$ cat src/rtl/nearest_point_search_defines.svh
// Assertion macros for the nearest point search RTL.
`ifndef NEAREST_POINT_SEARCH_DEFINES_SVH
`define NEAREST_POINT_SEARCH_DEFINES_SVH

// The consequent must hold in the same cycle as the antecedent.
`define NPS_ASSERT_IMPL(label, clk, rst_n, ante, cons) \
    label: assert property (@(posedge clk) disable iff (!rst_n) (ante) |-> (cons)) \
        else $error("nearest point search: same-cycle check failed");

// The consequent must hold in the cycle after the antecedent.
`define NPS_ASSERT_NEXT(label, clk, rst_n, ante, cons) \
    label: assert property (@(posedge clk) disable iff (!rst_n) (ante) |=> (cons)) \
        else $error("nearest point search: next-cycle check failed");

`endif

$ cat src/rtl/nps_pkg.sv
// Shared constants, codes and types of the nearest point search block.
`default_nettype none

package nps_pkg;

    localparam int COORD_BITS       = 16;
    localparam int MAX_DIMS         = 4;
    localparam int ID_BITS          = 16;
    localparam int STATUS_BITS      = 2;
    localparam int DIM_BITS         = 3;
    localparam int SQ_BITS          = 2 * COORD_BITS;
    localparam int DIST_BITS        = SQ_BITS + 2;
    localparam int CAPACITY_DEFAULT = 256;
    localparam int QUEUE_DEPTH      = 2;

    localparam logic [DIM_BITS-1:0] DIM_RESET = 3'd4;

    localparam logic OP_ADD   = 1'b0;
    localparam logic OP_QUERY = 1'b1;

    localparam logic [STATUS_BITS-1:0] ST_ADDED = 2'd0;
    localparam logic [STATUS_BITS-1:0] ST_FOUND = 2'd1;
    localparam logic [STATUS_BITS-1:0] ST_EMPTY = 2'd2;
    localparam logic [STATUS_BITS-1:0] ST_FULL  = 2'd3;

    typedef logic [MAX_DIMS-1:0][COORD_BITS-1:0] coords_t;

    typedef struct packed {
        logic [ID_BITS-1:0] id;
        coords_t            coords;
    } entry_t;

    typedef struct packed {
        logic               is_query;
        entry_t             entry;
        logic [MAX_DIMS-1:0] dim_mask;
    } cmd_t;

endpackage

`default_nettype wire

$ cat src/rtl/nps_queue.sv
// Short request queue between the front end and the search engine.
`default_nettype none

module nps_queue
    import nps_pkg::*;
(
    input  logic clk,
    input  logic rst_n,
    input  logic push,
    input  cmd_t push_cmd,
    output logic full,
    input  logic pop,
    output logic not_empty,
    output cmd_t pop_cmd
);

    localparam int PW = (QUEUE_DEPTH > 1) ? $clog2(QUEUE_DEPTH) : 1;
    localparam int CW = $clog2(QUEUE_DEPTH + 1);

    cmd_t          slots_reg [QUEUE_DEPTH];
    logic [PW-1:0] wr_ptr_reg, wr_ptr_next;
    logic [PW-1:0] rd_ptr_reg, rd_ptr_next;
    logic [CW-1:0] fill_reg, fill_next;

    assign full      = (fill_reg == CW'(QUEUE_DEPTH));
    assign not_empty = (fill_reg != '0);
    assign pop_cmd   = slots_reg[rd_ptr_reg];

    always_comb
    begin
        wr_ptr_next = wr_ptr_reg;
        rd_ptr_next = rd_ptr_reg;
        fill_next   = fill_reg;
        if (push)
        begin
            wr_ptr_next = (wr_ptr_reg == PW'(QUEUE_DEPTH - 1)) ? '0 : wr_ptr_reg + PW'(1);
        end
        if (pop)
        begin
            rd_ptr_next = (rd_ptr_reg == PW'(QUEUE_DEPTH - 1)) ? '0 : rd_ptr_reg + PW'(1);
        end
        if (push && !pop)
        begin
            fill_next = fill_reg + CW'(1);
        end
        else if (pop && !push)
        begin
            fill_next = fill_reg - CW'(1);
        end
    end

    always_ff @(posedge clk or negedge rst_n)
    begin
        if (!rst_n)
        begin
            wr_ptr_reg <= '0;
            rd_ptr_reg <= '0;
            fill_reg   <= '0;
        end
        else
        begin
            wr_ptr_reg <= wr_ptr_next;
            rd_ptr_reg <= rd_ptr_next;
            fill_reg   <= fill_next;
        end
    end

    always_ff @(posedge clk)
    begin
        if (push)
        begin
            slots_reg[wr_ptr_reg] <= push_cmd;
        end
    end

endmodule

`default_nettype wire

$ cat config.mk
export PLATFORM = sky130hd
export DESIGN_NAME = nps_queue
export DESIGN_NICKNAME = d
export VERILOG_FILES = /design/src/rtl/nearest_point_search_defines.svh /design/src/rtl/nps_pkg.sv /design/src/rtl/nps_queue.sv
export SDC_FILE = /design/constraint.sdc
export NUM_CORES = 1
export LEC_CHECK = 0
export BUFFER_PORTS_ARGS = -buffer_cell sky130_fd_sc_hd__clkbuf_2
export CAP_MARGIN = 20
export CORE_ASPECT_RATIO = 0.5
export CORE_UTILIZATION = 30
export CTS_CLUSTER_SIZE = 25
export DETAILED_ROUTE_END_ITERATION = 7
export GPL_ROUTABILITY_DRIVEN = 1
export SLEW_MARGIN = 20
export SYNTH_ARGS = -nofsm -noshare
export SYNTH_HDL_FRONTEND = slang
export SYNTH_SLANG_ARGS = --single-unit
$ cat constraint.sdc
create_clock -name clk -period 5.2 [get_ports clk]
set_clock_uncertainty 0.1 [all_clocks]
set_input_delay 1.3 -clock clk [delete_from_list [all_inputs] [get_ports clk]]
set_output_delay 1.3 -clock clk [all_outputs]
set_load 0.05 [all_outputs]
==> results of run 1 <==
-- where the power goes --
group | internal [mW] | total (mW) | switching (mW)
Combinational | 0.632 | 2.11 | 1.48
Clock | 0.672 | 1.23 | 0.554
Sequential | 1.86 | 2.01 | 0.151
Total | 3.16 | 5.35 | 2.19
-- worst paths after layout --
kind                                         endpoint  slack [ns]  depth (start not counted)
setup / recovery                          pop_cmd[58]        1.44                          3
min in group asynchronous     fill_reg[1]$_DFFE_PN0P_        0.58                          1
hold / removal                fill_reg[1]$_DFFE_PN0P_        0.38                          1
max in group asynchronous      rd_ptr_reg$_DFFE_PN0P_        4.27                          1
setup reg to reg           slots_reg[1][45]$_DFFE_PP_        3.28                          2
hold reg to reg               fill_reg[1]$_DFFE_PN0P_        0.38                          1
-- layout make-up --
| class | count | area [um2] |
|---|---|---|
| sequential | 174 | 5209 |
| tap | 292 | 365.4 |
| clock inverter | 13 | 131.4 |
| multi-input combinational | 96 | 1202 |
| clock buffer | 19 | 432.9 |
| fill | 1953 | 12650 |
| timing repair buffer | 179 | 930.9 |
| inverter | 1 | 3.754 |
-- cells by family (layout without fill, tap and decap cells) --
| logic type | after synthesis | count (layout) |
|---|---|---|
| and+or+nand+nor | 5 | 5 |
| DFF | 174 | 174 |
| xor gates and xnor gates | 5 | 5 |
| muxes | 85 | 85 |
| buffers and inverters | 11 | 212 |
| adders and majority gates | 1 | 1 |
-- through the flow --
step	std cells	instance area [um2]	setup slack (ns)	utilization [%]	power, mW
after global routing	774	8275	1.295	39.55	5.566
after CTS	774	8275	1.389	39.55	5.428
final	774	8275	1.438	39.55	5.352
after detailed placement	742	7711	1.841	36.85	4.200
after floorplan	281	6530	1.143	-	3.804
after global placement	742	7711	1.864	36.85	4.183
-- worst max-delay path: stages (launching register included) --
cell	delay (ns)
dfrtp_4	0.91
buf_12	0.35
mux2_2	0.37
clkbuf_2	0.24
-- layer usage --
metal  global-route usage [%]  vias up  part of all wire (%)
li1                         -     1493                     -
met1                    12.14     1573                    39
met2                    20.63       46                    56
met3                    3.545       17                   2.8
met4                    4.917        0                   1.9
met5                        0        -                     0
-- cells in the mapped netlist --
master | count | share of area (%)
xnor2_1 | 1 | 0.13
ha_1 | 1 | 0.19
buf_2 | 4 | 0.31
mux2_4 | 40 | 9.2
mux2_2 | 45 | 7.8
xor2_1 | 4 | 0.54
buf_6 | 1 | 0.17
buf_8 | 1 | 0.23
nor2_1 | 1 | 0.057
inv_1 | 1 | 0.057
nor2b_1 | 2 | 0.19
and2_1 | 1 | 0.096
dfrtp_1 | 4 | 1.5
edfxtp_1 | 170 | 78
or2_2 | 1 | 0.096
buf_12 | 4 | 1.2
==> reports/metrics.yaml, run 1 <==
outcome:
  outcome: "complete, no violations"
sta:
  finalHoldViolations: 0
  rsz0062_at_grt: "no"
  post-route-period-util_pct: 72.35
  layout_min_cycle_time_ns: 3.762
  whs_ns: 0.3799
  tightest_slew_ns: 0.7465
  setup_tns_ns: 0
  report.final.slew_viol_count: 0
  relSlewSlack_pct: 50.23
  setup_viol: 0
  max_freq_mhz: 265.8
synthesis:
  ys_seq_elements: 174
  synth.net_count: 371
  synth_xor_area_share_pct: 0.6709
  syn_avg_cell_area_um2: 23.23
  synth-simple-area-share_pct: 0.4409
  synth_seq_area_share_pct: 79.74
  synth_fa_ha_area_share_pct: 0.1917
  synth_compound_area_share_pct: 0
  synth_top_family_by_area: "multiplexers"
  yosys_warnings: 0
  yosys-mux-area-fraction_pct: 16.96
  ys_types: 16
  netlist_area_mm2: 0.006528
  syn_inst: 281
finish:
  drive_above_1_share_pct: 61.83
  most-common-layout-cells: "175 x clkbuf_2, 170 x edfxtp_1, 45 x mux2_2"
  syn_to_final_growth_pct: 26.78
  largest_reg_flops: 170
  diodes: 0
  final_nets: 559
  final_common_cell: "clkbuf_2"
setup_path:
  reg2reg_from: "wr_ptr_reg$_DFFE_PN0P_"
  start_kind: "flop"
  crit_arrival_ns: 2.36
  setup.worst_path.start: "rd_ptr_reg$_DFFE_PN0P_"
  path_class: "reg -> out"
  cp_max_fo: 44
  cp-end-kind: "output pin"
  worst_ep_required_time_ns: 3.80
worst_hold_path:
  hp-class: "reg -> reg"
  min_from: "fill_reg[1]$_DFFE_PN0P_"
floorplanning:
  start_util_pct: 31.19
  pin_count: 176
  die_area_mm2: 0.02239
  die_width_um: 210.6
  fp-row-count: 37
  dieHeight_um: 106.3
  core_mm2: 0.02093
pwr:
  ir_drop_mv: 0.2333
  power.density_mw_per_mm2: 646.8
  p_leak_nw: 3.225
grt:
  grt_first_pass_wirelength_um: 18270
  grt_usage_pct: 11.33
  antenna_found_initial: 0
  overflow: 0
  grt_max_degree: 74
  grt_pass1_vias: 3337
clock_tree:
  cts_buffer_depth: 2
  cts_resized: 0
  clk_latency_ns: 0.42
  cts_sinks: 174
  cts_buffers: 17
  cts_tree: "built"
  clk_pin_slew_ns: 0.07
  cts_hold_buf: 0
  cts_setup_buffers: 0
  htreeDepth: 4
  cts_root_buf: "clkbuf_16"
detailed_routing:
  via_per_inst: 4.043
  wl_per_cell_um: 15.96
  routed_wl_um: 12360
  drc_errors: 0
  via_count: 3129
  first_pass_iters: 4
  drt_iter0_drc: 130
  postRouteAntennaNets: 0
place:
  place_hpwl_um: 8202
  gp_congestion: 0.7551
  portBuffers: 175
job:
  max_cap_viol_count: 0
Power figures use the tool's default switching activity.
==> inputs of run 2 (changes only) <==
Settings changed: ABC_AREA from default to 1.
Clock period 5.2 ns to 3.4 ns, I/O delays scaled along.
==> reports/metrics.yaml, run 2 <==
outcome:
  outcome: "complete, no violations"  # unchanged
finish:
  syn_to_final_growth_pct: 27.62  # was 26.78%
  final_nets: 570  # was 559
  final_common_cell: "clkbuf_2"  # unchanged
  drive_above_1_share_pct: 60.65  # was 61.83%
  stdcell_area_mm2: 0.008353  # was 0.008275 mm2
  most-common-layout-cells: "175 x clkbuf_2, 170 x edfxtp_1, 45 x mux2_2"  # unchanged
  largest_reg_flops: 170  # unchanged
  diodes: 0  # unchanged
grt:
  grt_max_degree: 74  # unchanged
  grt_usage_pct: 11.73  # was 11.33%
  grt_pass1_vias: 3407  # was 3337
  grt_first_pass_wirelength_um: 19000  # was 18270 um
  antenna_found_initial: 0  # unchanged
  overflow: 0  # unchanged
sta:
  setup_tns_ns: 0  # unchanged
  finalHoldViolations: 0  # unchanged
  report.final.slew_viol_count: 0  # unchanged
  setup_viol: 0  # unchanged
  tightest_slew_ns: 0.4452  # was 0.7465 ns
  relSlewSlack_pct: 70.32  # was 50.23%
  max_freq_mhz: 336.1
  layout_min_cycle_time_ns: 2.976
  post-route-period-util_pct: 87.52
  rsz0062_at_grt: "no"  # unchanged
detailed_routing:
  drt_iter0_drc: 124  # was 130
  first_pass_iters: 4  # unchanged
  postRouteAntennaNets: 0  # unchanged
  via_per_inst: 4.126  # was 4.043
  via_count: 3239  # was 3129
  drc_errors: 0  # unchanged
  routed_wl_um: 12910  # was 12360 um
  wl_per_cell_um: 16.45  # was 15.96 um
job:
  max_cap_viol_count: 0  # unchanged
clock_tree:
  cts_buffer_depth: 2  # unchanged
  cts_tree: "built"  # unchanged
  cts_buffers: 17  # unchanged
  htreeDepth: 4  # unchanged
  clk_pin_slew_ns: 0.06  # was 0.07 ns
  clk_latency_ns: 0.42  # about the same
  cts_hold_buf: 0  # unchanged
  cts_sinks: 174  # unchanged
  cts_root_buf: "clkbuf_16"  # unchanged
  cts_resized: 0  # unchanged
  cts_setup_buffers: 0  # unchanged
synthesis:
  synth.net_count: 380  # was 371
  syn_inst: 290  # was 281
  synth_xor_area_share_pct: 0.4015  # was 0.6709%
  synth_area_leader_cell: "edfxtp_1"  # unchanged
  yosys-mux-area-fraction_pct: 16.92  # was 16.96%
  ys_types: 16  # unchanged
  synth_ff_type: "edfxtp_1"  # unchanged
  syn_avg_cell_area_um2: 22.57  # was 23.23 um2
  synthTopCellsByArea: "edfxtp_1 78%, mux2_4 9.2%, mux2_2 7.7%"  # was edfxtp_1 78%, mux2_4 9.2%, mux2_2 7.8%
  synth_fa_ha_area_share_pct: 0.1912  # was 0.1917%
  synth_top_family_by_area: "multiplexers"  # unchanged
  netlist_area_mm2: 0.006545  # was 0.006528 mm2
  synthMostInstantiatedCell: "edfxtp_1"  # unchanged
  yosysTopAreaCellShare_pct: 78.00  # was 78.21%
  synth-simple-area-share_pct: 0.6309  # was 0.4409%
  synth-edff-count: 170  # unchanged
  ys_seq_elements: 174  # unchanged
  synth_compound_area_share_pct: 0  # unchanged
  yosys_warnings: 0  # unchanged
  synthTopCellsByCount: "170 x edfxtp_1, 45 x mux2_2, 40 x mux2_4, 7 x inv_1, 6 x nand2_1"  # was 170 x edfxtp_1, 45 x mux2_2, 40 x mux2_4
  synth_seq_area_share_pct: 79.53  # was 79.74%
  async_reset_ff_share_pct: 2.299  # unchanged
pwr:
  power_frac_seq_pct: 36.3  # was 37.6%
  ir_drop_mv: 0.3301  # was 0.2333 mV
  p_sw_mw: 3.350  # was 2.188 mW
  p_clk_share_pct: 23.2  # was 22.9%
  power.density_mw_per_mm2: 993.8  # was 646.8 mW/mm2
  p_leak_nw: 3.275  # was 3.225 nW
  p_int_mw: 4.952  # was 3.165 mW
  swShare_pct: 40.35  # was 40.88%
  p_comb_share_pct: 40.5  # was 39.5%
setup_path:
  cp_top_family: "flip-flops"  # unchanged
  cp_num_cells: 3  # unchanged
  start_kind: "flop"  # unchanged
  worst_ep_required_time_ns: 2.45  # was 3.80 ns
  crit_arrival_ns: 2.03  # was 2.36 ns
  path_class: "reg -> out"  # unchanged
  worstPathCellList: "buf_4, mux2_2, clkbuf_2"  # was buf_12, mux2_2, clkbuf_2
  cp-end-kind: "output pin"  # unchanged
  cp_num_buf_inv: 2  # unchanged
  slowest_delay_ns: 0.68  # was 0.91 ns
  cp_max_fo: 24  # was 44
  reg2reg_depth: 3  # was 2
  cp_slowest_cell: "dfrtp_4"  # unchanged
floorplanning:
  pin_count: 176  # unchanged
  die_area_mm2: 0.02245  # was 0.02239 mm2
  dieHeight_um: 106.4  # was 106.3 um
  die_width_um: 210.9  # was 210.6 um
  start_util_pct: 31.21  # was 31.19%
  core_mm2: 0.02097  # was 0.02093 mm2
  fp-row-count: 37  # unchanged
place:
  portBuffers: 175  # unchanged
  place_hpwl_um: 8563  # was 8202 um
  place_area_mm2: 0.007767  # was 0.007711 mm2
  gp_congestion: 0.7294  # was 0.7551
worst_hold_path:
  hp-class: "in -> async"  # was reg -> reg
run 2: layer usage:
layer	vias up	wire, um	GRT usage [%]
met1	1672	5147	12.96
met3	16	361	3.279
met5	-	0	0
met2	41	7223	21.36
met4	0	180	4.710
li1	1510	-	-
run 2: path summary, 6_finish.rpt:
path | from | end | slack [ns]
worst max register to register | wr_ptr_reg$_DFFE_PN0P_ | slots_reg[1][31]$_DFFE_PP_ | 1.73
max in group asynchronous | rst_n | rd_ptr_reg$_DFFE_PN0P_ | 2.92
worst max-delay path | rd_ptr_reg$_DFFE_PN0P_ | pop_cmd[71] | 0.42
worst min-delay path | rst_n | rd_ptr_reg$_DFFE_PN0P_ | 0.13
worst min register to register | fill_reg[1]$_DFFE_PN0P_ | fill_reg[1]$_DFFE_PN0P_ | 0.39
min in group clk | fill_reg[1]$_DFFE_PN0P_ | fill_reg[1]$_DFFE_PN0P_ | 0.39
run 2: layout make-up:
type,count,area (um2)
clock buffers,20,446.7
inverters,7,27.53
flip-flops and latches,174,5209
fillers,1931,12620
well taps,292,365.4
multi-input cells,99,1195
clock inverters,12,138.9
repair buffers,181,970.9
run 2: cells by family (layout without fill, tap and decap cells):
kind of cell	Yosys count	in the layout
simple gates	10	10
mux	85	85
flops	174	174
fa+ha+maj	1	1
xor+xnor	3	3
buf+inv	17	220
run 2: metrics by stage:
stage / cells / hold WS, ns / utilization, % / power (mW) / worst slack (ns)
after floorplan: 290 / 0.3417 / - / 5.812 / 0.3091
after global placement: 753 / 0.3559 / 37.04 / 6.451 / 0.8430
after detailed placement: 753 / 0.3714 / 37.04 / 6.482 / 0.8284
after CTS: 785 / 0.1155 / 39.83 / 8.425 / 0.3672
after global routing: 785 / 0.1167 / 39.83 / 8.642 / 0.3110
final: 785 / 0.1328 / 39.83 / 8.302 / 0.4243
run 2: power by group through the flow:
| stage | registers [mW] | logic (mW) | clock network (mW) |
|---|---|---|---|
| after floorplan | 2.98 | 2.83 | 0 |
| after global placement | 3.04 | 3.41 | 0 |
| after detailed placement | 3.07 | 3.41 | 0 |
| after CTS | 3.02 | 3.42 | 1.98 |
| after global routing | 3.05 | 3.51 | 2.08 |
| final | 3.01 | 3.37 | 1.92 |
==> inputs of run 3 (changes only) <==
Settings changed: ABC_AREA 1 to default.
==> reports/metrics.yaml, run 3 (same netlist as run 1, synthesis figures left out) <==
clock_tree:
  cts_tree: "built"  # unchanged
  clk_pin_slew_ns: 0.06  # about the same
  cts_hold_buf: 0  # unchanged
  cts_setup_buffers: 0  # unchanged
  cts_resized: 0  # unchanged
  clk_latency_ns: 0.42  # about the same
  htreeDepth: 4  # unchanged
  cts_buffers: 17  # unchanged
  cts_buffer_depth: 2  # unchanged
  cts_root_buf: "clkbuf_16"  # unchanged
  cts_sinks: 174  # unchanged
detailed_routing:
  via_count: 3219  # was 3239
  via_per_inst: 4.143  # was 4.126
  drc_errors: 0  # unchanged
  first_pass_iters: 4  # unchanged
  routed_wl_um: 12870  # was 12910 um
  wl_per_cell_um: 16.57  # was 16.45 um
  drt_iter0_drc: 142  # was 124
  postRouteAntennaNets: 0  # unchanged
grt:
  grt_usage_pct: 12.02  # was 11.73%
  grt_pass1_vias: 3478  # was 3407
  grt_max_degree: 44  # was 74
  antenna_found_initial: 0  # unchanged
  grt_first_pass_wirelength_um: 19440  # was 19000 um
  overflow: 0  # unchanged
sta:
  tightest_slew_ns: 0.6579  # was 0.4452 ns
  setup_tns_ns: 0  # unchanged
  setup_viol: 0  # unchanged
  post-route-period-util_pct: 86.52  # was 87.52%
  report.final.slew_viol_count: 0  # unchanged
  max_freq_mhz: 339.9  # was 336.1 MHz
  setup_ws_ns: 0.4583  # was 0.4243 ns
  rsz0062_at_grt: "no"  # unchanged
  finalHoldViolations: 0  # unchanged
  layout_min_cycle_time_ns: 2.942  # was 2.976 ns
  relSlewSlack_pct: 56.14  # was 70.32%
setup_path:
  worst_ep_required_time_ns: 2.45  # about the same
  slowest_delay_ns: 0.57  # was 0.68 ns
  cp_top_family: "buffers and inverters"  # was flip-flops
  reg2reg_from: "wr_ptr_reg$_DFFE_PN0P_"  # unchanged
  r2r_slack_ns: 1.65  # was 1.73 ns
  cp-end-kind: "output pin"  # unchanged
  r2r-end: "slots_reg[1][15]$_DFFE_PP_"  # was slots_reg[1][31]$_DFFE_PP_
  cp_num_buf_inv: 2  # unchanged
  cp_slowest_cell: "dfrtp_4"  # unchanged
  crit_arrival_ns: 1.99  # was 2.03 ns
  cp_max_fo: 17  # was 24
  path_class: "reg -> out"  # unchanged
  worstPathCellList: "buf_4, mux2_2, clkbuf_2"  # unchanged
  reg2reg_depth: 2  # was 3
  start_kind: "flop"  # unchanged
place:
  place_hpwl_um: 8786  # was 8563 um
  pre_cts_ws_ns: 0.8937  # was 0.8284 ns
  gp_congestion: 0.7316  # was 0.7294
  portBuffers: 175  # unchanged
pwr:
  p_sw_mw: 3.309  # was 3.350 mW
  finalPower_mw: 8.246  # was 8.302 mW
  swShare_pct: 40.13  # was 40.35%
  p_clk_share_pct: 22.5  # was 23.2%
  ir_drop_mv: 0.3309  # was 0.3301 mV
  power.density_mw_per_mm2: 989.3  # was 993.8 mW/mm2
  p_leak_nw: 3.259  # was 3.275 nW
  p_int_mw: 4.937  # was 4.952 mW
  p_comb_share_pct: 41.3  # was 40.5%
  power_frac_seq_pct: 36.3  # about the same
finish:
  multiInputGateArea_mm2: 0.001202  # was 0.001195 mm2
  final_common_cell: "clkbuf_2"  # unchanged
  largest_reg_flops: 170  # unchanged
  seqCellArea_mm2: 0.005209  # unchanged
  drive_above_1_share_pct: 61.65  # was 60.65%
  syn_to_final_growth_pct: 27.70  # was 27.62%
  fillers: 1959  # was 1931
  diodes: 0  # unchanged
  most-common-layout-cells: "175 x clkbuf_2, 170 x edfxtp_1, 45 x mux2_2"  # unchanged
  final_nets: 564  # was 570
floorplanning:
  pin_count: 176  # unchanged
  dieHeight_um: 106.3  # was 106.4 um
  start_util_pct: 31.19  # was 31.21%
  die_width_um: 210.6  # was 210.9 um
  die_area_mm2: 0.02239  # was 0.02245 mm2
  core_mm2: 0.02093  # was 0.02097 mm2
  fp-row-count: 37  # unchanged
worst_hold_path:
  hp-class: "in -> async"  # unchanged
outcome:
  outcome: "complete, no violations"  # unchanged
job:
  max_cap_viol_count: 0  # unchanged
[run 3: layout make-up]
class                   count  share of cell area (%)
repair buffers            184                   12.07
clock buffers              18                   5.149
inverters                   1                 0.04503
well taps                 292                   4.383
flip-flops and latches    174                   62.49
multi-input cells          96                   14.43
clock inverters            12                   1.441
[run 3: metrics by stage]
stage / hold WS (ns) / util [%] / cells / cell area [um2]
2_1_floorplan: 0.3474 / - / 281 / 6535
3_3_place_gp: 0.3652 / 37.21 / 747 / 7786
3_5_place_dp: 0.3779 / 37.21 / 747 / 7786
4_1_cts: 0.09970 / 39.84 / 777 / 8335
5_1_grt: 0.09867 / 39.84 / 777 / 8335
6_report: 0.1222 / 39.84 / 777 / 8335
[run 3: layer usage]
metal / up-vias / GRT usage (%) / wire (um) / part of all wire [%]
met1: 1657 / 13.22 / 5126 / 40
met3: 11 / 4.254 / 411 / 3.2
met2: 51 / 21.62 / 7173 / 56
met5: - / 0 / 0 / 0
met4: 0 / 4.037 / 160 / 1.2
li1: 1500 / - / - / -
[run 3: worst max-delay path by stage]
stage | cells after the start | endpoint | startpoint
after global placement | 3 | pop_cmd[14] | rd_ptr_reg$_DFFE_PN0P_
final | 3 | pop_cmd[14] | rd_ptr_reg$_DFFE_PN0P_
after CTS | 3 | pop_cmd[14] | rd_ptr_reg$_DFFE_PN0P_
after floorplan | 1 | slots_reg[1][0]$_DFFE_PP_ | push
after global routing | 3 | pop_cmd[77] | rd_ptr_reg$_DFFE_PN0P_
after detailed placement | 3 | pop_cmd[14] | rd_ptr_reg$_DFFE_PN0P_
[run 3: power by group through the flow]
stage	logic [mW]	registers (mW)	clock network, mW
global placement	3.46	3.02	0
CTS	3.46	3.00	1.91
global route	3.56	3.03	2.00
detailed placement	3.45	3.04	0
finish	3.40	2.99	1.85
floorplan	2.83	2.99	0
